## src/design/lskv_pkg.sv

```systemverilog
// Package for the linear-search key/value table: opcodes, status codes, sizes.
// No dependencies.
`default_nettype none
package lskv_pkg;
    localparam int SLOTS_DEF      = 64;
    localparam int KEY_BITS_DEF   = 32;
    localparam int VALUE_BITS_DEF = 32;
    localparam int OP_W     = 3;
    localparam int KEY_W    = 32;
    localparam int VAL_W    = 32;
    localparam int STATUS_W = 2;
    localparam int IDX_W    = 6;
    localparam int LIMIT_W  = 7;
    localparam logic [LIMIT_W-1:0] LIMIT_RESET = 7'd64;

    localparam logic [OP_W-1:0] OP_FIND    = 3'd0;
    localparam logic [OP_W-1:0] OP_BIND    = 3'd1;
    localparam logic [OP_W-1:0] OP_TRYBIND = 3'd2;
    localparam logic [OP_W-1:0] OP_REBIND  = 3'd3;
    localparam logic [OP_W-1:0] OP_UNBIND  = 3'd4;

    localparam logic [STATUS_W-1:0] ST_DONE     = 2'd0;
    localparam logic [STATUS_W-1:0] ST_PRESENT  = 2'd1;
    localparam logic [STATUS_W-1:0] ST_NOTFOUND = 2'd2;
    localparam logic [STATUS_W-1:0] ST_FULL     = 2'd3;
endpackage
`default_nettype wire

```

## src/design/lskv_if.sv

```systemverilog
// Channel interfaces: request, result and configuration words with valid/ready.
// Depends on lskv_pkg.
`default_nettype none
interface lskv_req_if;
    logic                     valid;
    logic                     ready;
    logic [lskv_pkg::OP_W-1:0]  opcode;
    logic [lskv_pkg::KEY_W-1:0] key;
    logic [lskv_pkg::VAL_W-1:0] value;
    modport source (output valid, opcode, key, value, input ready);
    modport sink   (input valid, opcode, key, value, output ready);
endinterface

interface lskv_rsp_if;
    logic                          valid;
    logic                          ready;
    logic [lskv_pkg::STATUS_W-1:0] status;
    logic [lskv_pkg::VAL_W-1:0]    value_out;
    logic [lskv_pkg::IDX_W-1:0]    slot_index;
    modport source (output valid, status, value_out, slot_index, input ready);
    modport sink   (input valid, status, value_out, slot_index, output ready);
endinterface

interface lskv_cfg_if;
    logic                         valid;
    logic                         ready;
    logic [lskv_pkg::LIMIT_W-1:0] data;
    modport source (output valid, data, input ready);
    modport sink   (input valid, data, output ready);
endinterface
`default_nettype wire

```

## src/design/lskv_store.sv

```systemverilog
// Key/value slot memory: one synchronous memory of key and value per slot,
// one write and one read port, read data registered. Depends on lskv_pkg.
`default_nettype none
module lskv_store #(
    parameter int SLOTS      = lskv_pkg::SLOTS_DEF,
    parameter int KEY_BITS   = lskv_pkg::KEY_BITS_DEF,
    parameter int VALUE_BITS = lskv_pkg::VALUE_BITS_DEF
) (
    input  wire logic                      clk,
    input  wire logic                      wr_en,
    input  wire logic [$clog2(SLOTS)-1:0]  wr_addr,
    input  wire logic [KEY_BITS-1:0]       wr_key,
    input  wire logic [VALUE_BITS-1:0]     wr_value,
    input  wire logic [$clog2(SLOTS)-1:0]  rd_addr,
    output      logic [KEY_BITS-1:0]       rd_key,
    output      logic [VALUE_BITS-1:0]     rd_value
);
    logic [KEY_BITS+VALUE_BITS-1:0] mem [SLOTS];

    // Write a slot
    always_ff @(posedge clk)
    begin
        if (wr_en)
        begin
            mem[wr_addr] <= {wr_key, wr_value};
        end
    end

    // Read a slot, read data registered
    always_ff @(posedge clk)
    begin
        {rd_key, rd_value} <= mem[rd_addr];
    end
endmodule
`default_nettype wire

```

## src/design/lskv_ctrl.sv

```systemverilog
// Sequencer: scans the slot memory, decides the operation, writes back,
// lowers the mark and holds the result word. Depends on lskv_pkg, lskv_if.
`default_nettype none
module lskv_ctrl #(
    parameter int SLOTS      = lskv_pkg::SLOTS_DEF,
    parameter int KEY_BITS   = lskv_pkg::KEY_BITS_DEF,
    parameter int VALUE_BITS = lskv_pkg::VALUE_BITS_DEF
) (
    input  wire logic                              clk,
    input  wire logic                              rst_n,
    lskv_req_if.sink                               req,
    lskv_rsp_if.source                             rsp,
    lskv_cfg_if.sink                               cfg,
    output      logic                              wr_en,
    output      logic [$clog2(SLOTS)-1:0]          wr_addr,
    output      logic [KEY_BITS-1:0]               wr_key,
    output      logic [VALUE_BITS-1:0]             wr_value,
    output      logic [$clog2(SLOTS)-1:0]          rd_addr,
    input  wire logic [KEY_BITS-1:0]               rd_key,
    input  wire logic [VALUE_BITS-1:0]             rd_value
);
    import lskv_pkg::*;
    localparam int AW = $clog2(SLOTS);
    localparam int CW = $clog2(SLOTS + 1);
    localparam int LW = (CW > LIMIT_W) ? CW : LIMIT_W;

    typedef enum logic [2:0] {S_IDLE, S_SCAN, S_DECIDE, S_DOWN, S_OUT} state_t;

    state_t                 state_reg;
    logic [SLOTS-1:0]       free_reg;
    logic [CW-1:0]          hw_reg;
    logic [LIMIT_W-1:0]     limit_reg;
    logic [OP_W-1:0]        op_reg;
    logic [KEY_BITS-1:0]    key_reg;
    logic [VALUE_BITS-1:0]  val_reg;
    logic [CW-1:0]          idx_reg;     // slot being issued
    logic                   pend_reg;    // read data of slot chk_reg is valid
    logic [AW-1:0]          chk_reg;
    logic                   hit_reg;
    logic [AW-1:0]          hit_idx_reg;
    logic [VALUE_BITS-1:0]  hit_val_reg;
    logic                   lf_ok_reg;
    logic [AW-1:0]          lf_reg;
    logic [CW-1:0]          top_reg;
    logic [STATUS_W-1:0]    st_reg;
    logic [VAL_W-1:0]       vout_reg;
    logic [IDX_W-1:0]       sidx_reg;
    logic                   ovalid_reg;

    logic                   key_match;
    logic [LW-1:0]          lim_eff;
    logic [LW-1:0]          hw_ext;

    assign req.ready = (state_reg == S_IDLE) && !ovalid_reg;
    assign cfg.ready = 1'b1;
    assign rsp.valid = ovalid_reg;
    assign rsp.status = st_reg;
    assign rsp.value_out = vout_reg;
    assign rsp.slot_index = sidx_reg;
    assign rd_addr = idx_reg[AW-1:0];

    assign key_match = pend_reg && !free_reg[chk_reg] && (rd_key == key_reg);
    assign hw_ext = LW'(hw_reg);
    assign lim_eff = (LW'(limit_reg) < LW'(SLOTS)) ? LW'(limit_reg) : LW'(SLOTS);

    // Drive memory write port from the decide step
    always_comb
    begin
        wr_en = 1'b0;
        wr_addr = lf_ok_reg ? lf_reg : hw_reg[AW-1:0];
        wr_key = key_reg;
        wr_value = val_reg;
        if (state_reg == S_DECIDE)
        begin
            if (hit_reg)
            begin
                wr_addr = hit_idx_reg;
                wr_key = key_reg;
                wr_en = (op_reg == OP_REBIND);
            end
            else if (op_reg == OP_BIND || op_reg == OP_TRYBIND || op_reg == OP_REBIND)
            begin
                wr_en = lf_ok_reg || (hw_ext < lim_eff);
            end
        end
    end

    // Hold state, free marks, mark and result word
    always_ff @(posedge clk or negedge rst_n)
    begin
        if (!rst_n)
        begin
            state_reg <= S_IDLE;
            free_reg <= '1;
            hw_reg <= '0;
            limit_reg <= LIMIT_RESET;
            ovalid_reg <= 1'b0;
            pend_reg <= 1'b0;
            hit_reg <= 1'b0;
            lf_ok_reg <= 1'b0;
        end
        else
        begin
            if (cfg.valid)
            begin
                limit_reg <= cfg.data;
            end
            if (ovalid_reg && rsp.ready)
            begin
                ovalid_reg <= 1'b0;
            end
            unique case (state_reg)
                S_IDLE:
                begin
                    if (req.valid && !ovalid_reg)
                    begin
                        op_reg <= req.opcode;
                        key_reg <= KEY_BITS'(req.key);
                        val_reg <= VALUE_BITS'(req.value);
                        idx_reg <= '0;
                        pend_reg <= 1'b0;
                        hit_reg <= 1'b0;
                        lf_ok_reg <= 1'b0;
                        state_reg <= S_SCAN;
                    end
                end
                S_SCAN:
                begin
                    // Check the word read last cycle, issue the next read
                    if (key_match)
                    begin
                        hit_reg <= 1'b1;
                        hit_idx_reg <= chk_reg;
                        hit_val_reg <= rd_value;
                        pend_reg <= 1'b0;
                        state_reg <= S_DECIDE;
                    end
                    else
                    begin
                        if (pend_reg && free_reg[chk_reg] && !lf_ok_reg)
                        begin
                            lf_ok_reg <= 1'b1;
                            lf_reg <= chk_reg;
                        end
                        if (idx_reg < hw_reg)
                        begin
                            pend_reg <= 1'b1;
                            chk_reg <= idx_reg[AW-1:0];
                            idx_reg <= idx_reg + 1'b1;
                        end
                        else
                        begin
                            pend_reg <= 1'b0;
                            state_reg <= S_DECIDE;
                        end
                    end
                end
                S_DECIDE:
                begin
                    if (hit_reg && op_reg <= OP_UNBIND)
                    begin
                        sidx_reg <= IDX_W'(hit_idx_reg);
                        unique case (op_reg)
                            OP_FIND:
                            begin
                                st_reg <= ST_DONE;
                                vout_reg <= VAL_W'(hit_val_reg);
                                state_reg <= S_OUT;
                            end
                            OP_BIND:
                            begin
                                st_reg <= ST_PRESENT;
                                vout_reg <= '0;
                                state_reg <= S_OUT;
                            end
                            OP_TRYBIND, OP_REBIND:
                            begin
                                st_reg <= ST_PRESENT;
                                vout_reg <= VAL_W'(hit_val_reg);
                                state_reg <= S_OUT;
                            end
                            default:
                            begin
                                st_reg <= ST_DONE;
                                vout_reg <= VAL_W'(hit_val_reg);
                                free_reg[hit_idx_reg] <= 1'b1;
                                if (CW'(hit_idx_reg) + 1'b1 == hw_reg)
                                begin
                                    top_reg <= CW'(hit_idx_reg);
                                    state_reg <= S_DOWN;
                                end
                                else
                                begin
                                    state_reg <= S_OUT;
                                end
                            end
                        endcase
                    end
                    else if (!hit_reg && (op_reg == OP_BIND || op_reg == OP_TRYBIND ||
                                          op_reg == OP_REBIND))
                    begin
                        vout_reg <= '0;
                        state_reg <= S_OUT;
                        if (lf_ok_reg)
                        begin
                            st_reg <= ST_DONE;
                            sidx_reg <= IDX_W'(lf_reg);
                            free_reg[lf_reg] <= 1'b0;
                        end
                        else if (hw_ext < lim_eff)
                        begin
                            st_reg <= ST_DONE;
                            sidx_reg <= IDX_W'(hw_reg);
                            free_reg[hw_reg[AW-1:0]] <= 1'b0;
                            hw_reg <= hw_reg + 1'b1;
                        end
                        else
                        begin
                            st_reg <= ST_FULL;
                            sidx_reg <= '0;
                        end
                    end
                    else
                    begin
                        // Miss on find or unbind, or an unknown opcode
                        st_reg <= ST_NOTFOUND;
                        vout_reg <= '0;
                        sidx_reg <= '0;
                        state_reg <= S_OUT;
                    end
                end
                S_DOWN:
                begin
                    // Lower the mark one slot a cycle past free slots
                    if (top_reg != '0 && free_reg[top_reg[AW-1:0] - 1'b1])
                    begin
                        top_reg <= top_reg - 1'b1;
                    end
                    else
                    begin
                        hw_reg <= top_reg;
                        state_reg <= S_OUT;
                    end
                end
                S_OUT:
                begin
                    ovalid_reg <= 1'b1;
                    state_reg <= S_IDLE;
                end
                default:
                begin
                    state_reg <= S_IDLE;
                end
            endcase
        end
    end
endmodule
`default_nettype wire

```

## src/design/linear_search_key_value_table_unit.sv

```systemverilog
// Top level of the linear-search key/value table: slot memory and sequencer.
// Depends on lskv_pkg, lskv_if, lskv_store, lskv_ctrl.
//
// Usage: a request word (opcode, key, value) enters on req; exactly one result
// word (status, value_out, slot_index) leaves on rsp. cfg writes slot_limit
// and is always ready; write it only while the block is idle.
// Flow: a request runs through the scan, decide and output steps; the scan
// covers the slots below the high-water mark hw (up to 64 at 64 slots), and
// a hit ends it early. An unbind of the top slot adds a step that lowers the
// mark past free slots. The scan reads one slot per cycle from the single
// read port of the slot memory. One request is in work at a time; the next
// is taken once the result word has been taken. If the receiver stalls, the
// result word holds and req stays not ready. Reset frees all slots, clears
// the mark, sets slot_limit to 64; key and value memory contents are not
// cleared and need no clearing pass.
`default_nettype none
module linear_search_key_value_table_unit #(
    parameter int SLOTS      = lskv_pkg::SLOTS_DEF,
    parameter int KEY_BITS   = lskv_pkg::KEY_BITS_DEF,
    parameter int VALUE_BITS = lskv_pkg::VALUE_BITS_DEF
) (
    input wire logic   clk,
    input wire logic   rst_n,
    lskv_req_if.sink   req,
    lskv_rsp_if.source rsp,
    lskv_cfg_if.sink   cfg
);
    import lskv_pkg::*;
    localparam int AW = $clog2(SLOTS);

    logic                  wr_en;
    logic [AW-1:0]         wr_addr;
    logic [KEY_BITS-1:0]   wr_key;
    logic [VALUE_BITS-1:0] wr_value;
    logic [AW-1:0]         rd_addr;
    logic [KEY_BITS-1:0]   rd_key;
    logic [VALUE_BITS-1:0] rd_value;

    // Slot memory
    lskv_store #(.SLOTS(SLOTS), .KEY_BITS(KEY_BITS), .VALUE_BITS(VALUE_BITS)) u_store (
        .clk(clk), .wr_en(wr_en), .wr_addr(wr_addr), .wr_key(wr_key),
        .wr_value(wr_value), .rd_addr(rd_addr), .rd_key(rd_key), .rd_value(rd_value)
    );

    // Sequencer
    lskv_ctrl #(.SLOTS(SLOTS), .KEY_BITS(KEY_BITS), .VALUE_BITS(VALUE_BITS)) u_ctrl (
        .clk(clk), .rst_n(rst_n), .req(req), .rsp(rsp), .cfg(cfg),
        .wr_en(wr_en), .wr_addr(wr_addr), .wr_key(wr_key), .wr_value(wr_value),
        .rd_addr(rd_addr), .rd_key(rd_key), .rd_value(rd_value)
    );
endmodule
`default_nettype wire

```

## src/flat_wrapper.sv

```systemverilog
// flat-port wrapper written by rule: the top's interface ports become plain ports
module linear_search_key_value_table_unit_flat import lskv_pkg::*;
#(
    parameter int SLOTS      = lskv_pkg::SLOTS_DEF,
    parameter int KEY_BITS   = lskv_pkg::KEY_BITS_DEF,
    parameter int VALUE_BITS = lskv_pkg::VALUE_BITS_DEF
)
  (clk, rst_n, req_valid, req_opcode, req_key, req_value, req_ready, rsp_valid, rsp_status, rsp_value_out, rsp_slot_index, rsp_ready, cfg_valid, cfg_data, cfg_ready);
  lskv_req_if req_i ();
  lskv_rsp_if rsp_i ();
  lskv_cfg_if cfg_i ();
  input wire logic clk;
  input wire logic rst_n;
  input wire logic [$bits(req_i.valid)-1:0] req_valid;
  input wire logic [$bits(req_i.opcode)-1:0] req_opcode;
  input wire logic [$bits(req_i.key)-1:0] req_key;
  input wire logic [$bits(req_i.value)-1:0] req_value;
  output wire logic [$bits(req_i.ready)-1:0] req_ready;
  output wire logic [$bits(rsp_i.valid)-1:0] rsp_valid;
  output wire logic [$bits(rsp_i.status)-1:0] rsp_status;
  output wire logic [$bits(rsp_i.value_out)-1:0] rsp_value_out;
  output wire logic [$bits(rsp_i.slot_index)-1:0] rsp_slot_index;
  input wire logic [$bits(rsp_i.ready)-1:0] rsp_ready;
  input wire logic [$bits(cfg_i.valid)-1:0] cfg_valid;
  input wire logic [$bits(cfg_i.data)-1:0] cfg_data;
  output wire logic [$bits(cfg_i.ready)-1:0] cfg_ready;
  assign req_i.valid = req_valid;
  assign req_i.opcode = req_opcode;
  assign req_i.key = req_key;
  assign req_i.value = req_value;
  assign req_ready = req_i.ready;
  assign rsp_valid = rsp_i.valid;
  assign rsp_status = rsp_i.status;
  assign rsp_value_out = rsp_i.value_out;
  assign rsp_slot_index = rsp_i.slot_index;
  assign rsp_i.ready = rsp_ready;
  assign cfg_i.valid = cfg_valid;
  assign cfg_i.data = cfg_data;
  assign cfg_ready = cfg_i.ready;
  linear_search_key_value_table_unit #(.SLOTS(SLOTS), .KEY_BITS(KEY_BITS), .VALUE_BITS(VALUE_BITS)) u_core (.clk(clk), .rst_n(rst_n), .req(req_i), .rsp(rsp_i), .cfg(cfg_i));
endmodule
```

## config.mk

```make
export PLATFORM = sky130hd
export DESIGN_NAME = linear_search_key_value_table_unit_flat
export DESIGN_NICKNAME = d
export VERILOG_FILES = /design/src/design/lskv_pkg.sv /design/src/design/lskv_if.sv /design/src/design/lskv_store.sv /design/src/design/lskv_ctrl.sv /design/src/design/linear_search_key_value_table_unit.sv /design/src/flat_wrapper.sv
export SDC_FILE = /design/constraint.sdc
export NUM_CORES = 2
export LEC_CHECK = 0
export CORE_ASPECT_RATIO = 0.8
export CORE_MARGIN = 2
export CORE_UTILIZATION = 65
export DETAILED_ROUTE_END_ITERATION = 8
export DONT_BUFFER_PORTS = 1
export PLACE_DENSITY_LB_ADDON = 0.05
export SLEW_MARGIN = 20
export SYNTH_ARGS = -nofsm -noshare
export SYNTH_HDL_FRONTEND = slang
export SYNTH_SLANG_ARGS = --single-unit
export TNS_END_PERCENT = 100
```

## constraint.sdc

```tcl
create_clock -name clk -period 9.2 [get_ports clk]
set_clock_uncertainty 0.15 [all_clocks]
set_input_delay 1.84 -clock clk [delete_from_list [all_inputs] [get_ports clk]]
set_output_delay 1.84 -clock clk [all_outputs]
set_load 0.05 [all_outputs]
```

==> report_table.html <==
<table>
<tr><th>Metric</th><th>Value</th></tr>
<tr><th colspan="2">Synth</th></tr>
<tr><td>Number of enable-type register cells in the synthesized netlist</td><td>4,267</td></tr>
<tr><td>Fraction of synthesis flops using an asynchronous set or reset pin</td><td>0.01925</td></tr>
<tr><td>Synth area leaders</td><td>sky130_fd_sc_hd__edfxtp_1 76%, sky130_fd_sc_hd__mux4_2 18%, sky130_fd_sc_hd__dfstp_2 1.0%, sky130_fd_sc_hd__dfxtp_1 0.76%, sky130_fd_sc_hd__clkbuf_1 0.51%</td></tr>
<tr><td>Total number of yosys warnings</td><td>0</td></tr>
<tr><td>Unique cell type count in the Yosys netlist</td><td>74</td></tr>
<tr><td>Average cell area after synthesis</td><td>24.00 µm²</td></tr>
<tr><td>Syn Std Cell Area</td><td>169,500 µm²</td></tr>
<tr><td>Flop and latch count out of synthesis</td><td>4,416</td></tr>
<tr><td>Number of nets in the synthesized netlist</td><td>7,157</td></tr>
<tr><td>Number of cells produced by synthesis</td><td>7,061</td></tr>
<tr><td>Most frequently used flop master after synthesis</td><td>sky130_fd_sc_hd__edfxtp_1</td></tr>
<tr><td>Yosys top cell area share</td><td>0.7560</td></tr>
<tr><td>Fraction of the yosys area taken by sequential cells</td><td>0.7766</td></tr>
<tr><td>Cell taking the most area after synthesis</td><td>sky130_fd_sc_hd__edfxtp_1</td></tr>
<tr><th colspan="2">Worst setup path</th></tr>
<tr><td>Critical-path maximum fanout</td><td>27</td></tr>
<tr><td>Critical path capture point type</td><td>flop</td></tr>
<tr><td>Type of the worst setup path</td><td>flop to flop</td></tr>
<tr><td>Critical path buffers and inverters</td><td>2</td></tr>
<tr><td>Critical path launch point type</td><td>flop</td></tr>
<tr><td>Crit path launch</td><td>u_core.u_ctrl.hw_ext[4]$_DFFE_PN0P_</td></tr>
<tr><td>Worst EP arrival</td><td>6.62 ns</td></tr>
<tr><td>Worst EP required</td><td>9.58 ns</td></tr>
<tr><td>Slowest-stage cell, CP</td><td>sky130_fd_sc_hd__a21oi_4</td></tr>
<tr><td>Most used cell, CP</td><td>sky130_fd_sc_hd__buf_4</td></tr>
<tr><td>Beginning of the worst register-to-register path</td><td>u_core.u_ctrl.hw_ext[4]$_DFFE_PN0P_</td></tr>
<tr><td>Maximum cell stage delay along the critical path</td><td>0.93 ns</td></tr>
<tr><td>Crit-path cells</td><td>ha_1 &gt; a2111oi_0 &gt; o21ai_1 &gt; a21o_1 &gt; a21oi_1 &gt; nand2_4 &gt; buf_4 &gt; a21oi_4 &gt; buf_4</td></tr>
<tr><td>Family with the most delay on the worst path</td><td>compound AO/OA/AOI/OAI gates</td></tr>
<tr><th colspan="2">GRT</th></tr>
<tr><td>Overall global routing resource usage</td><td>0.3358</td></tr>
<tr><td>Initial antenna violation count</td><td>29</td></tr>
<tr><td>Congestion Overflow GR</td><td>0</td></tr>
<tr><td>Pin count of the biggest net entering global routing</td><td>151</td></tr>
<tr><td>Vias in the first global route</td><td>about 80,000</td></tr>
<tr><td>Global-route wire length before repair</td><td>614.2 mm</td></tr>
<tr><th colspan="2">Clock network</th></tr>
<tr><td>CTS buffer count</td><td>around 410</td></tr>
<tr><td>CTS tree</td><td>built</td></tr>
<tr><td>Cts hold-fix bufs</td><td>0</td></tr>
<tr><td>Post-CTS setup-driven buffer insertion count</td><td>0</td></tr>
<tr><td>Root Driver</td><td>sky130_fd_sc_hd__clkbuf_16</td></tr>
<tr><td>Number of gates resized after CTS</td><td>0</td></tr>
<tr><td>Total clock sinks</td><td>between 4,000 and 5,000</td></tr>
<tr><td>Source-to-sink clock delay at the later pin of the worst-skew pair</td><td>slightly above 0.9 ns</td></tr>
<tr><td>Number of buffers between clock root and the deepest sink</td><td>4</td></tr>
<tr><td>Clock edge transition at the registers on the reported setup and hold paths</td><td>approximately 0.06 ns</td></tr>
<tr><td>H-tree depth</td><td>5</td></tr>
<tr><th colspan="2">Routing</th></tr>
<tr><td>Routed Wire Length</td><td>437.0 mm</td></tr>
<tr><td>DRC</td><td>0</td></tr>
<tr><td>Total via count after detailed routing</td><td>81,144</td></tr>
<tr><td>Number of routed nets with antenna violations</td><td>0</td></tr>
<tr><td>Wirelength per Cell</td><td>39.15 µm</td></tr>
<tr><td>Iteration count of the initial detailed-routing pass</td><td>6</td></tr>
<tr><td>Post-detailed-route via-to-cell ratio</td><td>7.270</td></tr>
<tr><td>Violation count after the first detailed-route iteration</td><td>13,442</td></tr>
<tr><th colspan="2">Pwr</th></tr>
<tr><td>Proportion of power drawn by combinational gates</td><td>0.192</td></tr>
<tr><td>Cell Pwr Density</td><td>around 260 nW/µm²</td></tr>
<tr><td>Share of power burned in registers</td><td>0.468</td></tr>
<tr><td>Clock network power share</td><td>0.341</td></tr>
<tr><td>Pint</td><td>between 30 and 40 mW</td></tr>
<tr><td>Worst vdd rail ir drop</td><td>0.1974 mV</td></tr>
<tr><td>Switching power</td><td>13.09 mW</td></tr>
<tr><td>Switching share of power</td><td>0.2642</td></tr>
<tr><td>Cell leakage power</td><td>between 50 and 60 nW</td></tr>
<tr><th colspan="2">Die</th></tr>
<tr><td>DIE WIDTH</td><td>between 500 and 600 µm</td></tr>
<tr><td>Chip height</td><td>460.7 µm</td></tr>
<tr><td>Area of the die</td><td>264,900 µm²</td></tr>
<tr><td>Placeable Area</td><td>259,100 µm²</td></tr>
<tr><td>Number of cell rows</td><td>167</td></tr>
<tr><td>Top-level I/O count</td><td>around 120</td></tr>
<tr><td>Initial Util</td><td>0.6541</td></tr>
<tr><th colspan="2">Timing</th></tr>
<tr><td>Max Fclk</td><td>160.3 MHz</td></tr>
<tr><td>Fin crit period</td><td>between 6 and 7 ns</td></tr>
<tr><td>Slew at the pin closest to its max-slew limit</td><td>roughly 1.2 ns</td></tr>
<tr><td>Count of final hold-check violations</td><td>0</td></tr>
<tr><td>Number of setup violations in the final report</td><td>0</td></tr>
<tr><td>Headroom to the max-slew limit</td><td>0.1826</td></tr>
<tr><td>Final period utilization</td><td>0.6780</td></tr>
<tr><td>Max-slew violations</td><td>0</td></tr>
<tr><td>Setup repair after global routing missed its margin</td><td>false</td></tr>
<tr><td>Minimum hold slack</td><td>0.2539 ns</td></tr>
<tr><td>Sum of negative setup slack</td><td>0 ns</td></tr>
<tr><th colspan="2">Cells and area</th></tr>
<tr><td>Net count reported at finish</td><td>7,444</td></tr>
<tr><td>Flip-flop count of the largest register, all copies and words added</td><td>4,096</td></tr>
<tr><td>Post-synthesis to final-layout area growth</td><td>11.39%</td></tr>
<tr><td>Non-filler instance count after layout</td><td>between 10,000 and 15,000</td></tr>
<tr><td>Proportion of layout cells with a drive suffix above 1</td><td>0.3090</td></tr>
<tr><th colspan="2">Min path</th></tr>
<tr><td>Launch point of the worst hold path</td><td>u_core.u_store.rd_value[10]$_DFF_P_</td></tr>
<tr><td>Min-Delay Path Class</td><td>flop to flop</td></tr>
<tr><th colspan="2">Status</th></tr>
<tr><td>Result of the run</td><td>completed</td></tr>
<tr><th colspan="2">Placed design</th></tr>
<tr><td>Count of input and output buffers</td><td>0</td></tr>
<tr><td>Number of placed instances, taps included</td><td>10,402</td></tr>
<tr><td>Post-detailed-placement half-perimeter wirelength</td><td>around 240 mm</td></tr>
<tr><td>Placer congestion estimate</td><td>0.9162</td></tr>
<tr><th colspan="2">Job</th></tr>
<tr><td>Max-cap violations</td><td>0</td></tr>
</table>
==> path summary, 6_finish.rpt <==
path / end / slack [ns] / cells after the start
worst min register to register: u_core.u_ctrl.hit_val_reg[10]$_DFFE_PP_ / 0.25 / 0
worst max register to register: u_core.u_store.mem[48][57]$_DFFE_PP_ / 2.96 / 9
min in group asynchronous: u_core.u_ctrl.limit_reg[5]$_DFFE_PN0P_ / 0.48 / 0
worst min-delay path: u_core.u_ctrl.hit_val_reg[10]$_DFFE_PP_ / 0.25 / 0
max in group asynchronous: u_core.u_ctrl.free_reg[7]$_DFFE_PN1P_ / 8.14 / 0
worst max-delay path: u_core.u_store.mem[48][57]$_DFFE_PP_ / 2.96 / 9
==> stage by stage <==
stage | power (mW) | cell area, µm² | setup slack [ns] | utilization
finish | 49.53 | 188800 | 2.962 | 0.7287
global route | 50.85 | 188800 | 2.835 | 0.7285
global placement | 32.91 | 175400 | 2.924 | 0.6771
CTS | 49.68 | 188700 | 3.065 | 0.7284
detailed placement | 33.01 | 175500 | 3.067 | 0.6773
floorplan | 29.56 | 169500 | 3.196 | -
==> cell usage after synthesis (all sizes together), types with 20 or more instances <==
master	n
dfstp	65
nand2	147
a21oi	143
buf	145
nand3	30
and2	41
mux4	1376
a22oi	25
nor3	20
dfrtp	20
o22ai	24
o21ai	29
o2111ai	31
edfxtp	4267
inv	56
nor2	76
xor2	37
clkbuf	233
dfxtp	64
==> layout make-up <==
class | count | area (µm²)
Inverter | 58 | 217.7
Multi-Input combinational cell | 2209 | 36850
Clock buffer | 540 | 11100
Tap cell | 3464 | 4334
Fill cell | 14342 | 70300
Timing Repair Buffer | 257 | 2502
Clock inverter | 204 | 2125
Sequential cell | 4416 | 131600
Antenna cell | 14 | 35.03
==> metal layers <==
metal,part of all wire,vias up,wire [µm],GRT usage
li1,-,31073,-,-
met1,0.38,43667,167900,0.5179
met2,0.46,5685,199600,0.4925
met3,0.13,711,58140,0.08732
met4,0.026,8,11370,0.08410
met5,0.00012,-,51,0.001092
==> power by group through the flow <==
stage	Sequential [mW]	Clock [mW]	Combinational (mW)
2_1_floorplan	23.7	0	5.82
3_3_place_gp	23.6	0	9.34
3_5_place_dp	23.6	0	9.42
4_1_cts	23.2	17.0	9.48
5_1_grt	23.2	17.8	9.91
6_report	23.2	16.9	9.50
==> cells in the final DEF (no fill, tap or decap), drive strengths merged, types with 8 or more instances in the layout <==
cell / count
edfxtp: 4267
mux4: 1376
clkbuf: 540
buf: 257
nand2: 147
clkinv: 145
a21oi: 143
nor2: 76
dfstp: 65
dfxtp: 64
inv: 62
bufinv: 42
and2: 41
xor2: 37
o2111ai: 31
nand3: 30
o21ai: 29
a22oi: 25
o22ai: 24
dfrtp: 20
nor3: 20
mux2i: 17
ha: 17
and3: 16
diode: 14
a221oi: 14
o221ai: 14
clkinvlp: 13
nor4: 12
xnor2: 11
nor3b: 11
nor2b: 8
nand4: 8
o21a: 8
==> cells by family (layout without fill, tap and decap cells) <==
kind of cell | count (synthesis) | after routing | share of synthesized area
other | 1 | 15 | 0.00002213
muxes | 1400 | 1400 | 0.1843
buffers and inverters | 436 | 1059 | 0.01056
and+or+nand+nor | 398 | 398 | 0.01135
AOI/OAI and AO/OA | 345 | 345 | 0.01335
xor gates and xnor gates | 48 | 48 | 0.002525
adders and majority gates | 17 | 17 | 0.001255
DFF | 4416 | 4416 | 0.7766
Power figures use the tool's default switching activity.
